[src/rtl/fsf_pkg.sv]
// Shared types, constants and the byte-stuffing function of the info frame framer.
// No dependencies; every other file of the block uses it.
package fsf_pkg;

    localparam int unsigned MaxRun = 9;   // longest burst of line bytes for one payload byte
    localparam int unsigned RunCntW = 4;  // holds 0..MaxRun
    localparam int unsigned HdrLen = 4;   // flag, address, control, header check

    typedef enum logic [2:0] {
        REG_FLAG       = 3'd0,
        REG_ESCAPE     = 3'd1,
        REG_FLAG_SUB   = 3'd2,
        REG_ESCAPE_SUB = 3'd3,
        REG_ADDRESS    = 3'd4
    } cfg_index_t;

    typedef struct packed {
        logic [7:0] flag_byte;
        logic [7:0] escape_byte;
        logic [7:0] flag_substitute;
        logic [7:0] escape_substitute;
        logic [7:0] address_byte;
    } cfg_t;

    // One burst of line bytes caused by a single payload byte.
    typedef struct packed {
        logic [MaxRun-1:0][7:0] line;
        logic [RunCntW-1:0]     count;
        logic                   closes;
    } burst_t;

    typedef struct packed {
        logic       esc;
        logic [7:0] b0;
        logic [7:0] b1;
    } stuffed_t;

    // The flag rule wins when flag and escape share a value.
    function automatic stuffed_t stuff(input logic [7:0] b, input cfg_t cfg);
        stuffed_t s;
        s.esc = 1'b0;
        s.b0  = b;
        s.b1  = cfg.escape_substitute;
        if (b == cfg.flag_byte) begin
            s.esc = 1'b1;
            s.b0  = cfg.escape_byte;
            s.b1  = cfg.flag_substitute;
        end else if (b == cfg.escape_byte) begin
            s.esc = 1'b1;
            s.b0  = cfg.escape_byte;
            s.b1  = cfg.escape_substitute;
        end
        return s;
    endfunction

endpackage

[src/rtl/fsf_cfg_regs.sv]
// Configuration register file of the info frame framer.
// Depends on fsf_pkg for the register indexes and the cfg_t bundle.
module fsf_cfg_regs (
    input  logic               aclk,
    input  logic               aresetn,
    input  logic               cfg_wr_en,
    input  logic [2:0]         cfg_addr,
    input  logic [7:0]         cfg_wr_data,
    output fsf_pkg::cfg_t      cfg
);

    fsf_pkg::cfg_t cfg_reg;

    always_ff @(posedge aclk) begin
        if (!aresetn) begin
            cfg_reg.flag_byte         <= 8'd126;
            cfg_reg.escape_byte       <= 8'd125;
            cfg_reg.flag_substitute   <= 8'd94;
            cfg_reg.escape_substitute <= 8'd93;
            cfg_reg.address_byte      <= 8'd3;
        end else if (cfg_wr_en) begin
            case (fsf_pkg::cfg_index_t'(cfg_addr))
                fsf_pkg::REG_FLAG:       cfg_reg.flag_byte         <= cfg_wr_data;
                fsf_pkg::REG_ESCAPE:     cfg_reg.escape_byte       <= cfg_wr_data;
                fsf_pkg::REG_FLAG_SUB:   cfg_reg.flag_substitute   <= cfg_wr_data;
                fsf_pkg::REG_ESCAPE_SUB: cfg_reg.escape_substitute <= cfg_wr_data;
                fsf_pkg::REG_ADDRESS:    cfg_reg.address_byte      <= cfg_wr_data;
                default: ;
            endcase
        end
    end

    assign cfg = cfg_reg;

endmodule

[src/rtl/fsf_builder.sv]
// Frame state and burst builder: turns one payload byte into its burst of line bytes.
// Depends on fsf_pkg; feeds fsf_serializer through a one-entry burst register.
module fsf_builder (
    input  logic              aclk,
    input  logic              aresetn,
    input  fsf_pkg::cfg_t     cfg,
    input  logic              in_fire,
    input  logic [7:0]        payload_byte,
    input  logic              first_of_frame,
    input  logic              last_of_frame,
    input  logic [7:0]        control_byte,
    input  logic              burst_take,
    output logic              burst_valid,
    output fsf_pkg::burst_t   burst
);

    logic [7:0]        check_reg, check_next;
    logic              in_frame_reg, in_frame_next;
    logic              pend_valid_reg, pend_valid_next;
    fsf_pkg::burst_t   pend_reg, pend_next;
    fsf_pkg::burst_t   run;
    fsf_pkg::stuffed_t st_data, st_check;
    logic [fsf_pkg::RunCntW-1:0] n;
    logic              active;
    logic [7:0]        new_check;

    assign active    = first_of_frame || in_frame_reg;
    assign new_check = (first_of_frame ? 8'd0 : check_reg) ^ payload_byte;
    assign st_data   = fsf_pkg::stuff(payload_byte, cfg);
    assign st_check  = fsf_pkg::stuff(new_check, cfg);

    // Positions shift with the header and with each escaped byte.
    always_comb begin
        run = '0;
        n   = '0;
        if (first_of_frame) begin
            run.line[0] = cfg.flag_byte;
            run.line[1] = cfg.address_byte;
            run.line[2] = control_byte;
            run.line[3] = cfg.address_byte ^ control_byte;
            n = fsf_pkg::RunCntW'(fsf_pkg::HdrLen);
        end
        run.line[n] = st_data.b0;
        n = n + 1'b1;
        if (st_data.esc) begin
            run.line[n] = st_data.b1;
            n = n + 1'b1;
        end
        if (last_of_frame) begin
            run.line[n] = st_check.b0;
            n = n + 1'b1;
            if (st_check.esc) begin
                run.line[n] = st_check.b1;
                n = n + 1'b1;
            end
            run.line[n] = cfg.flag_byte;
            n = n + 1'b1;
        end
        run.count  = n;
        run.closes = last_of_frame;
    end

    always_comb begin
        check_next      = check_reg;
        in_frame_next   = in_frame_reg;
        pend_next       = pend_reg;
        pend_valid_next = pend_valid_reg && !burst_take;
        if (in_fire && active) begin
            check_next      = new_check;
            in_frame_next   = !last_of_frame;
            pend_next       = run;
            pend_valid_next = 1'b1;
        end
    end

    always_ff @(posedge aclk) begin
        if (!aresetn) begin
            check_reg      <= 8'd0;
            in_frame_reg   <= 1'b0;
            pend_valid_reg <= 1'b0;
        end else begin
            check_reg      <= check_next;
            in_frame_reg   <= in_frame_next;
            pend_valid_reg <= pend_valid_next;
        end
    end

    always_ff @(posedge aclk) begin
        pend_reg <= pend_next;
    end

    assign burst_valid = pend_valid_reg;
    assign burst       = pend_reg;

endmodule

[src/rtl/fsf_serializer.sv]
// Output serializer: sends a burst one line byte per transaction.
// Depends on fsf_pkg for the burst_t type.
module fsf_serializer (
    input  logic              aclk,
    input  logic              aresetn,
    input  logic              burst_valid,
    input  fsf_pkg::burst_t   burst,
    output logic              burst_take,
    output logic              out_valid,
    input  logic              out_ready,
    output logic [7:0]        line_byte,
    output logic              run_end,
    output logic              frame_end
);

    fsf_pkg::burst_t              cur_reg, cur_next;
    logic                         cur_valid_reg, cur_valid_next;
    logic [fsf_pkg::RunCntW-1:0]  idx_reg, idx_next;
    logic                         is_last;
    logic                         fire;

    assign is_last    = (idx_reg == cur_reg.count - 1'b1);
    assign fire       = cur_valid_reg && out_ready;
    // A waiting burst moves in when the slot is empty or its final byte leaves now.
    assign burst_take = burst_valid && (!cur_valid_reg || (fire && is_last));

    always_comb begin
        cur_next       = cur_reg;
        cur_valid_next = cur_valid_reg;
        idx_next       = idx_reg;
        if (fire) begin
            if (is_last) begin
                cur_valid_next = 1'b0;
            end else begin
                idx_next = idx_reg + 1'b1;
            end
        end
        if (burst_take) begin
            cur_next       = burst;
            cur_valid_next = 1'b1;
            idx_next       = '0;
        end
    end

    always_ff @(posedge aclk) begin
        if (!aresetn) begin
            cur_valid_reg <= 1'b0;
            idx_reg       <= '0;
        end else begin
            cur_valid_reg <= cur_valid_next;
            idx_reg       <= idx_next;
        end
    end

    always_ff @(posedge aclk) begin
        cur_reg <= cur_next;
    end

    assign out_valid = cur_valid_reg;
    assign line_byte = cur_reg.line[idx_reg];
    assign run_end   = is_last;
    assign frame_end = is_last && cur_reg.closes;

endmodule

[src/rtl/info_frame_stuffing_framer.sv]
// Top level of the info frame framer: config registers, burst builder and serializer.
// Depends on fsf_pkg, fsf_cfg_regs, fsf_builder and fsf_serializer.
//
// Each accepted payload byte yields a burst of one to nine line bytes: one or two for a
// plain or escaped byte in mid-frame, up to nine when it opens and closes a frame at
// once. The line bytes are sent one per cycle on the m_ side while m_tready is high;
// the output serializer sets that rate. One burst waits in a holding register, so a
// new payload byte is taken while the previous burst is still being sent. A byte that
// is neither first of a frame nor inside an open frame is accepted and dropped. An
// accepted byte passes through the holding register and then the serializer's burst
// register before its first line byte leaves.
module info_frame_stuffing_framer (
    input  logic        aclk,
    input  logic        aresetn,
    input  logic        s_tvalid,
    output logic        s_tready,
    input  logic [15:0] s_tdata,   // [7:0] payload_byte, [15:8] control_byte
    input  logic        s_tlast,   // last_of_frame
    input  logic        s_tuser,   // first_of_frame
    output logic        m_tvalid,
    input  logic        m_tready,
    output logic [7:0]  m_tdata,   // [7:0] line_byte
    output logic        m_tlast,   // run_end
    output logic        m_tuser,   // frame_end
    input  logic        cfg_wr_en,
    input  logic [2:0]  cfg_addr,
    input  logic [7:0]  cfg_wr_data
);

    fsf_pkg::cfg_t   cfg;
    fsf_pkg::burst_t burst;
    logic            burst_valid;
    logic            burst_take;
    logic            in_fire;

    assign s_tready = !burst_valid || burst_take;
    assign in_fire  = s_tvalid && s_tready;

    fsf_cfg_regs u_cfg (
        .aclk        (aclk),
        .aresetn     (aresetn),
        .cfg_wr_en   (cfg_wr_en),
        .cfg_addr    (cfg_addr),
        .cfg_wr_data (cfg_wr_data),
        .cfg         (cfg)
    );

    fsf_builder u_build (
        .aclk           (aclk),
        .aresetn        (aresetn),
        .cfg            (cfg),
        .in_fire        (in_fire),
        .payload_byte   (s_tdata[7:0]),
        .first_of_frame (s_tuser),
        .last_of_frame  (s_tlast),
        .control_byte   (s_tdata[15:8]),
        .burst_take     (burst_take),
        .burst_valid    (burst_valid),
        .burst          (burst)
    );

    fsf_serializer u_ser (
        .aclk        (aclk),
        .aresetn     (aresetn),
        .burst_valid (burst_valid),
        .burst       (burst),
        .burst_take  (burst_take),
        .out_valid   (m_tvalid),
        .out_ready   (m_tready),
        .line_byte   (m_tdata),
        .run_end     (m_tlast),
        .frame_end   (m_tuser)
    );

    // The closing flag is always the final byte of its burst.
    a_frame_end_is_run_end: assert property (@(posedge aclk) disable iff (!aresetn)
        m_tuser |-> m_tlast)
        else $error("frame_end raised on a byte that does not end its burst");

    // A held burst that is not taken stays pending.
    a_burst_held: assert property (@(posedge aclk) disable iff (!aresetn)
        (burst_valid && !burst_take) |=> burst_valid)
        else $error("pending burst lost before the serializer took it");

    // A stalled output byte does not change.
    a_out_stable: assert property (@(posedge aclk) disable iff (!aresetn)
        (m_tvalid && !m_tready) |=> (m_tvalid && $stable(m_tdata) && $stable(m_tlast)))
        else $error("output byte changed while stalled");

    // Nothing is offered in the cycle after reset.
    a_idle_after_reset: assert property (@(posedge aclk)
        !aresetn |=> !m_tvalid)
        else $error("output valid right after reset");

endmodule

[config.mk]
export PLATFORM = sky130hd
export DESIGN_NAME = info_frame_stuffing_framer
export DESIGN_NICKNAME = d
export VERILOG_FILES = /design/src/rtl/fsf_pkg.sv /design/src/rtl/fsf_cfg_regs.sv /design/src/rtl/fsf_builder.sv /design/src/rtl/fsf_serializer.sv /design/src/rtl/info_frame_stuffing_framer.sv
export SDC_FILE = /design/constraint.sdc
export NUM_CORES = 1
export LEC_CHECK = 0
export ABC_AREA = 1
export BUFFER_PORTS_ARGS = -buffer_cell sky130_fd_sc_hd__buf_2
export CORE_MARGIN = 1.5
export CORE_UTILIZATION = 60
export DETAILED_ROUTE_END_ITERATION = 12
export PLACE_DENSITY = 0.85
export SLEW_MARGIN = 15
export SYNTH_ARGS = -nofsm -noshare
export SYNTH_HDL_FRONTEND = slang
export SYNTH_SLANG_ARGS = --single-unit
[constraint.sdc]
create_clock -name aclk -period 9.2 [get_ports aclk]
set_clock_uncertainty 0.2 [all_clocks]
set_input_delay 0.92 -clock aclk [delete_from_list [all_inputs] [get_ports aclk]]
set_output_delay 0.92 -clock aclk [all_outputs]
set_load 0.1 [all_outputs]
Word-level counts from Yosys, hierarchy flattened
Index checks and enable logic that the tools add are counted.

cells by class
  add/sub/neg operators = 7
  magnitude comparators = 11
  eq/ne operators = 9
  multiplexer cells = 36
  bitwise operators = 4
  reductions and logical operators = 30

operators by type and width
  cell                   count
  $bwmux W72             5
  $mux W72               4
  $demux W8 S4           5
  $mux W17               4
  $mux W8                7
  $bmux W8 S4            1
  $eq A8 B8 Y1           4
  $mux W32               1
  $lt A4 B5 Y1 const B   5
  $add A4 B1 Y4 const B  5
  $ge A4 B1 Y1 const B   4
  $mux W4                4
  $xor A8 B8 Y8          2
  $reduce_and A2 Y1      7
  $logic_and A1 B1 Y1    12
  $eq A3 B2 Y1 const B   2
  $lt A3 B5 Y1 const B   1
  $add A3 B1 Y4 const B  1
  $eq A4 B4 Y1           1
  $logic_not A1 Y1       4
  $mux W1                4
  $reduce_bool A2 Y1     2
  $sub A4 B1 Y4 const B  1
  $eq A3 B1 Y1 const B   1
  7 further kinds        10

storage, ports and cells
  flip-flop bits (word level) = 209
  input port bits = 34
  output and inout port bits = 12
  logic and storage cells = 129

Logic depth before layout (Yosys ltp)
Gate-level depths: netlist of run 1.

  word-level depth = 14
  depth in mapped cells = 19
  depth with buffers taken out = 18

Modules after synthesis
Synthesis of run 1 repeated with hierarchy kept, for this count alone.

unflattened totals
  cell total of the unflattened synthesis = 1563
  area total of the unflattened synthesis = 11959.0 um^2

modules (own cells, without submodules)
  module                      times used  cells an instance  area an instance (um^2)  sequential area each (um^2)
  fsf_builder                 1           1066               6964.2                   2512.4
  fsf_serializer              1           282                3408.3                   2412.3
  fsf_cfg_regs                1           211                1566.5                   800.8
  info_frame_stuffing_framer  1           4                  20.0                     0.0

Worst setup path after synthesis of run 1
OpenSTA, ideal clock, no wires.

  path kind = register to register
  start point = register u_ser.cur_reg[1] (netlist bit)
  end point = register u_build.pend_reg (netlist bit u_build.burst[0]) (enable)
  setup time = 0.431 ns
  arrival = 3.950 ns
  data required time = 8.569 ns
  setup slack = 4.619 ns
  stages on the path, launching flop included = 15
  buffers on the path = 1
  period minus slack after synthesis = 4.581 ns
  cells stage by stage = edfxtp_1 inv_1 ha_1 xnor2_1 xor2_1 nor2_1 nand2_1 nand2_1 nand2_1 nand2_1 nand2_1 inv_1 nand2_1 buf_2 inv_1

on the way
  longest elaborated chain between the ends = 8

ends and longest elaborated chain
  element                 RTL line                          RTL
  from (decl)             fsf_serializer.sv:16              fsf_pkg::burst_t cur_reg, cur_next;
  from (signal assigned)  fsf_serializer.sv:56              cur_reg <= cur_next;
  $sub A4 B1 Y4           fsf_serializer.sv:22              assign is_last = (idx_reg == cur_reg.count - 1'b1);
  $eq A4 B4 Y1            fsf_serializer.sv:22
  $logic_and A1 B1 Y1     fsf_serializer.sv:25              assign burst_take = burst_valid && (!cur_valid_reg || (fire && is_last));
  $logic_or A1 B1 Y1      fsf_serializer.sv:25
  $logic_and A1 B1 Y1     fsf_serializer.sv:25
  $logic_or A1 B1 Y1      info_frame_stuffing_framer.sv:36  assign s_tready = !burst_valid || burst_take;
  named net s_tready      info_frame_stuffing_framer.sv:16  output logic s_tready,
  $logic_and A1 B1 Y1     info_frame_stuffing_framer.sv:37  assign in_fire = s_tvalid && s_tready;
  $logic_and A1 B1 Y1     fsf_builder.sv:68                 if (in_fire && active) begin
  to (signal assigned)    fsf_builder.sv:89                 pend_reg <= pend_next;
  to (decl)               fsf_builder.sv:20                 fsf_pkg::burst_t pend_reg, pend_next;

The timed path passes the listed nets, and every way through them passes these cells.
A chain may end at the register's enable or synchronous reset.

==> parameters.txt, run 1 <==
Parameter                              Value

Clock tree
  Maximum root-to-sink buffer count ... 3
  Cell at the root of the clock tree ... sky130_fd_sc_hd__clkbuf_16
  Number of buffers added for setup after CTS ... 0
  Worst skew pair latency ... 0.52 ns
  Num Clock Sinks ... ~210
  TritonCTS clock tree ... built
  Post_cts resized ... 0
  Number of H-tree branching levels ... 1
  Cts hold-fix bufs ... 0
  TritonCTS buffer count ... 23
  Worst-path clk slew ... 0.06 ns

Synth
  Gate Count Post-Synth ... 1435
  #FFs+latches synth ... approximately 210
  Sequential element share of the synthesized area ... 0.495
  Synth area leaders ... sky130_fd_sc_hd__edfxtp_1 (40%), sky130_fd_sc_hd__nand2_1 (14%), sky130_fd_sc_hd__dfxtp_1 (9.5%)
  Number of enable-type register cells in the synthesized netlist ... 154
  Area share of the largest cell type after synthesis ... 0.400
  Async SR Flop Fraction ... 0
  Most instantiated flip-flop cell in the synthesis netlist ... sky130_fd_sc_hd__edfxtp_1
  Mean post-synth cell area ... 8.06 µm²
  Net count after synthesis ... 1481
  Synthesized area ... 0.0116 mm²
  Number of distinct library cells after synthesis ... 40
  Largest area contributor in the netlist ... sky130_fd_sc_hd__edfxtp_1
  Synth warnings ... 0

Place
  Standard cell area after detailed placement ... 0.0119 mm²
  Total half-perimeter wirelength after legalization and detailed placement ... 25800 µm
  Total instance count after detailed placement ... 1698
  Port buffer count ... 45
  Placer's final routability congestion estimate ... 1.02

Layout
  Highest-count cells in the layout ignoring fill and taps ... sky130_fd_sc_hd__nand2_1 (443), sky130_fd_sc_hd__nor2_1 (174), sky130_fd_sc_hd__edfxtp_1 (154)
  Final Non-Filler Cells ... 1739
  FF/Latch Area ... 0.00573 mm²
  Area delta synth->final ... 9.56%
  Multi-input logic area ... about 0.0051 mm²
  Number of nets in the layout ... 1509
  Final-layout fill cell count ... 1579
  Antenna Cells ... 0
  Most frequent standard cell in the layout excluding fill and tap cells ... sky130_fd_sc_hd__nand2_1
  Final std cell area, no fill ... 0.0127 mm²
  Ratio of cells with drive above 1 in the final layout ... 0.114

Worst setup path
  CP Max Fanout ... 56
  Launch point of the critical path ... s_tuser
  Arrival time of data at the critical path endpoint ... 4.26 ns
  Required time of the critical path ... 9.26 ns
  Start of the worst register-to-register path ... u_cfg.cfg[33]
  Worst Path Class, Setup ... primary input to flop
  Startpoint kind of the worst setup timing path ... primary input
  Endpoint kind of the worst setup timing path ... flop

Route
  Total Routed Length ... 35600 µm
  Total via count after detailed routing ... roughly 10000
  Post-DR wirelength/cell ... between 20 and 25 µm
  Iteration-0 DRC count of the detailed router ... 1115
  ANT nets after route ... 0
  First drt pass iteration count ... 6
  Drt drc ... 0
  Post-DR vias/cell ... 5.85

GRT
  Wire length of the first global-routing pass ... 52900 µm
  Global route total overflow ... 0
  Number of antenna violations at the first check in global routing ... 0
  Pin count of the biggest net entering global routing ... 78
  Vias in the first global route ... 9170
  Aggregate global-route resource usage ... 0.355

STA
  Period minus WS final ... 4.21 ns
  Worst slew margin ... 0.285
  Total Negative Setup Slacks ... 0 ns
  Final Hold Vio Count ... 0
  Slew at the pin closest to its max-slew limit ... 1.07 ns
  Total setup violations reported at the end of the flow ... 0
  Smallest hold slack ... 0.215 ns
  Peak clock frequency supported by timing ... between 0.2 and 0.25 GHz
  RSZ-0062 raised after global routing ... no
  Final Max Tran Viols ... 0
  Fraction of the cycle the final worst path needs ... 0.457

Pwr
  Total power ... 2290 µW
  Reported leakage power ... 0.00552 µW
  Power per unit of standard cell area ... 180 mW/mm²
  IR drop worst, VDD ... roughly 0.14 mV

Floorplanning
  Initial cell density of the core ... 0.614
  Core region area ... ~0.019 mm²
  I/O pin count ... 46
  Die Ht ... 142 µm
  Row Count ... 50
  Horizontal die dimension ... 142 µm
  DIE AREA ... 0.0201 mm²

Flow run
  Number of maximum-capacitance violations ... 0

Status
  Result of the run ... finished clean

Hold path
  Worst Hold Launch ... u_build.burst[22]
  Hold crit path type ... flop to flop
[cell usage after synthesis (all sizes together) (12+ instances only)]
master  count
nand3     148
o211ai     22
buf        21
o221ai     12
a21oi      19
nand2     461
dfxtp      55
nor3       12
clkbuf     31
nor2      190
inv       124
o21ai     136
ha         12
edfxtp    154
[power breakdown]
group	switching, µW	total (µW)	internal, µW	leakage (µW)
combinational	217	286	69.3	0.00327
clock	364	910	546	0.000362
sequential	22.3	1090	1070	0.00189
total	603	2290	1680	0.00552
[metrics by stage]
stage	setup slack [ns]	util
final	4.99	0.673
after detailed placement	4.56	0.633
after global routing	4.76	0.673
after global placement	4.64	0.633
after CTS	5.08	0.673
after floorplan	4.62	-
[worst paths after layout]
path | end | slack, ns | depth (start not counted)
worst max-delay path | u_build.burst[14] | 4.99 | 16
worst min-delay path | u_ser.cur_reg[22] | 0.22 | 0
worst max register to register | u_build.burst[36] | 5.02 | 15
worst min register to register | u_ser.cur_reg[22] | 0.22 | 0
[cell type report]
| cell class | instances | area share |
|---|---|---|
| sequential | 209 | 0.452 |
| multi-input combinational | 1047 | 0.401 |
| clock buffer | 26 | 0.0463 |
| inverter | 127 | 0.0378 |
| tap | 260 | 0.0257 |
| timing repair buffer | 55 | 0.0237 |
| clock inverter | 15 | 0.0133 |
[kinds of logic after synthesis]
kind of cell,synth area share
compound gates,0.102
xor+xnor,0.00909
fa+ha+maj,0.0130
buf+inv,0.0652
flops,0.495
mux,0.00952
simple gates,0.306
[metal layers]
metal / up-vias / part of all wire / track usage
met4: 0 / 0.045 / 0.147
li1: 4820 / - / -
met5: - / 0 / 0
met1: 4672 / 0.40 / 0.477
met2: 571 / 0.45 / 0.570
met3: 106 / 0.099 / 0.0645
[critical path: stages]
cell,delay (ns)
sky130_fd_sc_hd__buf_2,0.08
sky130_fd_sc_hd__buf_4,0.54
sky130_fd_sc_hd__inv_4,0.22
sky130_fd_sc_hd__nand2_2,0.15
sky130_fd_sc_hd__nand3_1,0.08
sky130_fd_sc_hd__nand2_1,0.08
sky130_fd_sc_hd__nand2_1,0.08
sky130_fd_sc_hd__nor2_4,0.16
sky130_fd_sc_hd__nand2_4,0.30
sky130_fd_sc_hd__nand2_4,0.24
sky130_fd_sc_hd__ha_1,0.56
sky130_fd_sc_hd__nand3_4,0.24
sky130_fd_sc_hd__nor2_8,0.21
sky130_fd_sc_hd__nand2_4,0.16
sky130_fd_sc_hd__nand3_1,0.12
sky130_fd_sc_hd__o21ai_2,0.06
No activity file was read; power rests on OpenSTA's default activity.
==> run 2: changes to the inputs <==
- CORE_UTILIZATION: 60 -> 56
- PLACE_DENSITY: 0.85 -> 0.83
- clock period: 9.2 -> 3.6 ns (I/O delays scaled with it)
==> run 2 against run 1 <==
Combinational power grew to 2.7 times the previous value. Register-to-register slack worse by 4.8 ns. Cell count grew 2.5%. Clock power grew 140%. Critical path depth unchanged. Worst hold slack lost 0.20 ns. Global-route usage is 2.4 points lower. Worst setup slack lost 4.8 ns. Design area is 2.7% higher. Power grew to 2.5 times the previous value.
==> parameters.txt, run 2 (same netlist as run 1, synthesis figures left out) <==
Parameter                              Value

Layout
  Antenna Cells ... 0 (unchanged)
  Final std cell area, no fill ... 0.0130 mm² (was 0.0127 mm²)
  Highest-count cells in the layout ignoring fill and taps ... sky130_fd_sc_hd__nand2_1 (439), sky130_fd_sc_hd__nor2_1 (174), sky130_fd_sc_hd__edfxtp_1 (154) (was sky130_fd_sc_hd__nand2_1 (443), sky130_fd_sc_hd__nor2_1 (174), sky130_fd_sc_hd__edfxtp_1 (154))
  Most frequent standard cell in the layout excluding fill and tap cells ... sky130_fd_sc_hd__nand2_1 (unchanged)
  Area delta synth->final ... 12.5% (was 9.56%)
  Number of nets in the layout ... 1543 (was 1509)
  Ratio of cells with drive above 1 in the final layout ... 0.132 (was 0.114)

Worst setup path
  Start of the worst register-to-register path ... u_cfg.cfg[33] (unchanged)
  Arrival time of data at the critical path endpoint ... 3.42 ns (was 4.26 ns)
  Critical Path Most Common Cell ... sky130_fd_sc_hd__nor2_1 (was sky130_fd_sc_hd__nand2_4)
  Kind of cell with the highest combined delay on the critical path ... simple AND/OR/NAND/NOR gates (unchanged)
  CP Max Fanout ... 14 (was 56)
  Slowest cell on the critical path ... sky130_fd_sc_hd__dfxtp_1 (was sky130_fd_sc_hd__ha_1)
  Maximum cell stage delay along the critical path ... 0.49 ns (was 0.56 ns)
  Launch point of the critical path ... u_cfg.cfg[33] (was s_tuser)
  Startpoint kind of the worst setup timing path ... flop (was primary input)
  Worst Path Class, Setup ... flop to flop (was primary input to flop)
  Critical path, cell by cell ... nand2_1 -> nand2_1 -> nand2_1 -> nor2_1 -> nand2_2 -> nand2_4 -> ha_1 -> inv_1 -> nor2_1 -> nand3_2 -> nand2_4 -> nor2_8 -> nand2_2 -> inv_2 -> nor2_1 -> nor2_1 (was buf_2 -> buf_4 -> inv_4 -> nand2_2 -> nand3_1 -> nand2_1 -> nand2_1 -> nor2_4 -> nand2_4 -> nand2_4 -> ha_1 -> nand3_4 -> nor2_8 -> nand2_4 -> nand3_1 -> o21ai_2)
  Endpoint kind of the worst setup timing path ... flop (unchanged)
  Required time of the critical path ... 3.64 ns (was 9.26 ns)
  Count of buffer and inverter cells on the critical path ... 2 (was 3)

Floorplanning
  Row Count ... 52 (was 50)
  I/O pin count ... 46 (unchanged)
  Initial cell density of the core ... 0.572 (was 0.614)
  Die Ht ... 147 µm (was 142 µm)
  Horizontal die dimension ... 147 µm (was 142 µm)
  DIE AREA ... 0.0215 mm² (was 0.0201 mm²)
  Core region area ... 0.0202 mm² (was 0.0188 mm²)

Clock tree
  TritonCTS clock tree ... built (unchanged)
  Worst skew pair latency ... 0.51 ns (was 0.52 ns)
  Worst-path clk slew ... 0.06 ns (about the same)
  Num Clock Sinks ... 209 (unchanged)
  TritonCTS buffer count ... 22 (was 23)
  Number of buffers added for setup after CTS ... 0 (unchanged)
  Number of H-tree branching levels ... 1 (unchanged)
  Cell at the root of the clock tree ... sky130_fd_sc_hd__clkbuf_16 (unchanged)
  Maximum root-to-sink buffer count ... 3 (unchanged)

Pwr
  Switching share of power ... 0.271 (was 0.264)
  Sequential cell fraction of total power ... 0.486 (was 0.477)
  IR drop worst, VDD ... 0.328 mV (was 0.139 mV)
  Switching power ... 1550 µW (was 603 µW)
  Fraction of power consumed by the clock network ... 0.379 (was 0.398)
  Reported leakage power ... 0.00568 µW (was 0.00552 µW)
  Power per unit of standard cell area ... 439 mW/mm² (was 180 mW/mm²)
  Int Pwr ... 4170 µW (was 1680 µW)
  Share of total power in combinational logic ... 0.135 (was 0.125)

Route
  Total via count after detailed routing ... 10200 (about the same)
  Post-DR wirelength/cell ... 20.0 µm (was 20.5 µm)
  First drt pass iteration count ... 6 (unchanged)
  Detailed-routing wirelength on met1 ... 14700 µm (was 14300 µm)
  Drt drc ... 0 (unchanged)
  Total Routed Length ... 35700 µm (was 35600 µm)
  ANT nets after route ... 0 (unchanged)
  DR WL met2 ... 16300 µm (was 16200 µm)
  Total met3 wirelength after detailed routing ... 2970 µm (was 3530 µm)
  Top layer reached by signal wires ... met4 (unchanged)
  Iteration-0 DRC count of the detailed router ... 1107 (was 1115)
  Post-DR vias/cell ... 5.71 (was 5.85)

GRT
  Global route total overflow ... 0 (unchanged)
  Pin count of the biggest net entering global routing ... 78 (unchanged)
  Number of antenna violations at the first check in global routing ... 0 (unchanged)
  Aggregate global-route resource usage ... 0.331 (was 0.355)
  Wire length of the first global-routing pass ... 53800 µm (was 52900 µm)
  Vias in the first global route ... 9186 (was 9170)

STA
  RSZ-0062 raised after global routing ... no (unchanged)
  Period minus WS final ... 3.38 ns
  Worst slew margin ... 0.496 (was 0.285)
  Total setup violations reported at the end of the flow ... 0 (unchanged)
  Slew at the pin closest to its max-slew limit ... 0.754 ns (was 1.07 ns)
  Final Hold Vio Count ... 0 (unchanged)
  Final setup margin ... 0.218 ns (was 4.99 ns)
  Fraction of the cycle the final worst path needs ... 0.939
  Final Max Tran Viols ... 0 (unchanged)
  Peak clock frequency supported by timing ... a little under 0.3 GHz

Place
  Total half-perimeter wirelength after legalization and detailed placement ... 27100 µm (was 25800 µm)
  Standard cell area after detailed placement ... 0.0122 mm² (was 0.0119 mm²)
  Worst setup slack after placement ... 0.235 ns (was 4.56 ns)
  Port buffer count ... 45 (unchanged)
  Placer's final routability congestion estimate ... 1.06 (was 1.02)

Flow run
  Number of maximum-capacitance violations ... 0 (unchanged)

Hold path
  Hold crit path type ... primary input to flop (was flop to flop)
  Worst Hold Launch ... aresetn (was u_build.burst[22])

Status
  Result of the run ... finished clean (unchanged)
[run 2: changes by cell type in the layout (fill, tap and decap cells not counted), sizes merged]
| cell | before | now |
|---|---|---|
| inv | 125 | 124 |
| buf | 55 | 81 |
| dlygate4sd3 | 0 | 9 |
| clkinv | 11 | 12 |
| clkinvlp | 3 | 5 |
| bufinv | 3 | 1 |
| clkbuf | 26 | 25 |
[run 2: through the flow]
stage | total power (µW) | setup TNS [ns] | hold WS [ns] | instances | util
finish | 5720 | 0 | 0.0196 | 1783 | 0.643
global route | 5900 | 0 | 0.0344 | 1783 | 0.643
CTS | 5720 | 0 | 0.0198 | 1783 | 0.643
detailed placement | 3580 | 0 | 0.205 | 1734 | 0.605
global placement | 3570 | 0 | 0.202 | 1734 | 0.605
floorplan | 3310 | -1.22 | 0.200 | 1435 | -
[run 2: area by class of cell]
cell class,count,area [µm²]
clock inverter,15,109
fill,1666,7220
inverter,127,485
sequential,209,5730
timing repair buffer,90,653
clock buffer,25,583
tap,270,338
multi-input combinational,1047,5120
[run 2: worst paths after layout]
path	end	slack (ns)	depth (start not counted)
setup / recovery	u_build.burst[59]	0.22	16
hold reg to reg	u_ser.cur_reg[52]	0.21	0
hold / removal	u_cfg.cfg[24]	0.02	2
setup reg to reg	u_build.burst[59]	0.22	16
[run 2: repair_timing]
item,in CTS,in global routing
hold buffers,9,0
endpoints found under the setup margin,0,11
endpoints found under the hold margin,26,0
gates resized for setup,0,1
[run 2: per-layer routing]
layer	track usage	vias up
li1	-	4884
met1	0.447	4640
met2	0.528	544
met3	0.0516	108
met4	0.151	0
met5	0	-
[run 2: power by group through the flow]
stage | logic [µW] | clock network (µW) | registers (µW)
2_1_floorplan | 496 | 0 | 2820
3_3_place_gp | 744 | 0 | 2820
3_5_place_dp | 747 | 0 | 2830
4_1_cts | 758 | 2180 | 2780
5_1_grt | 831 | 2280 | 2790
6_report | 774 | 2170 | 2780
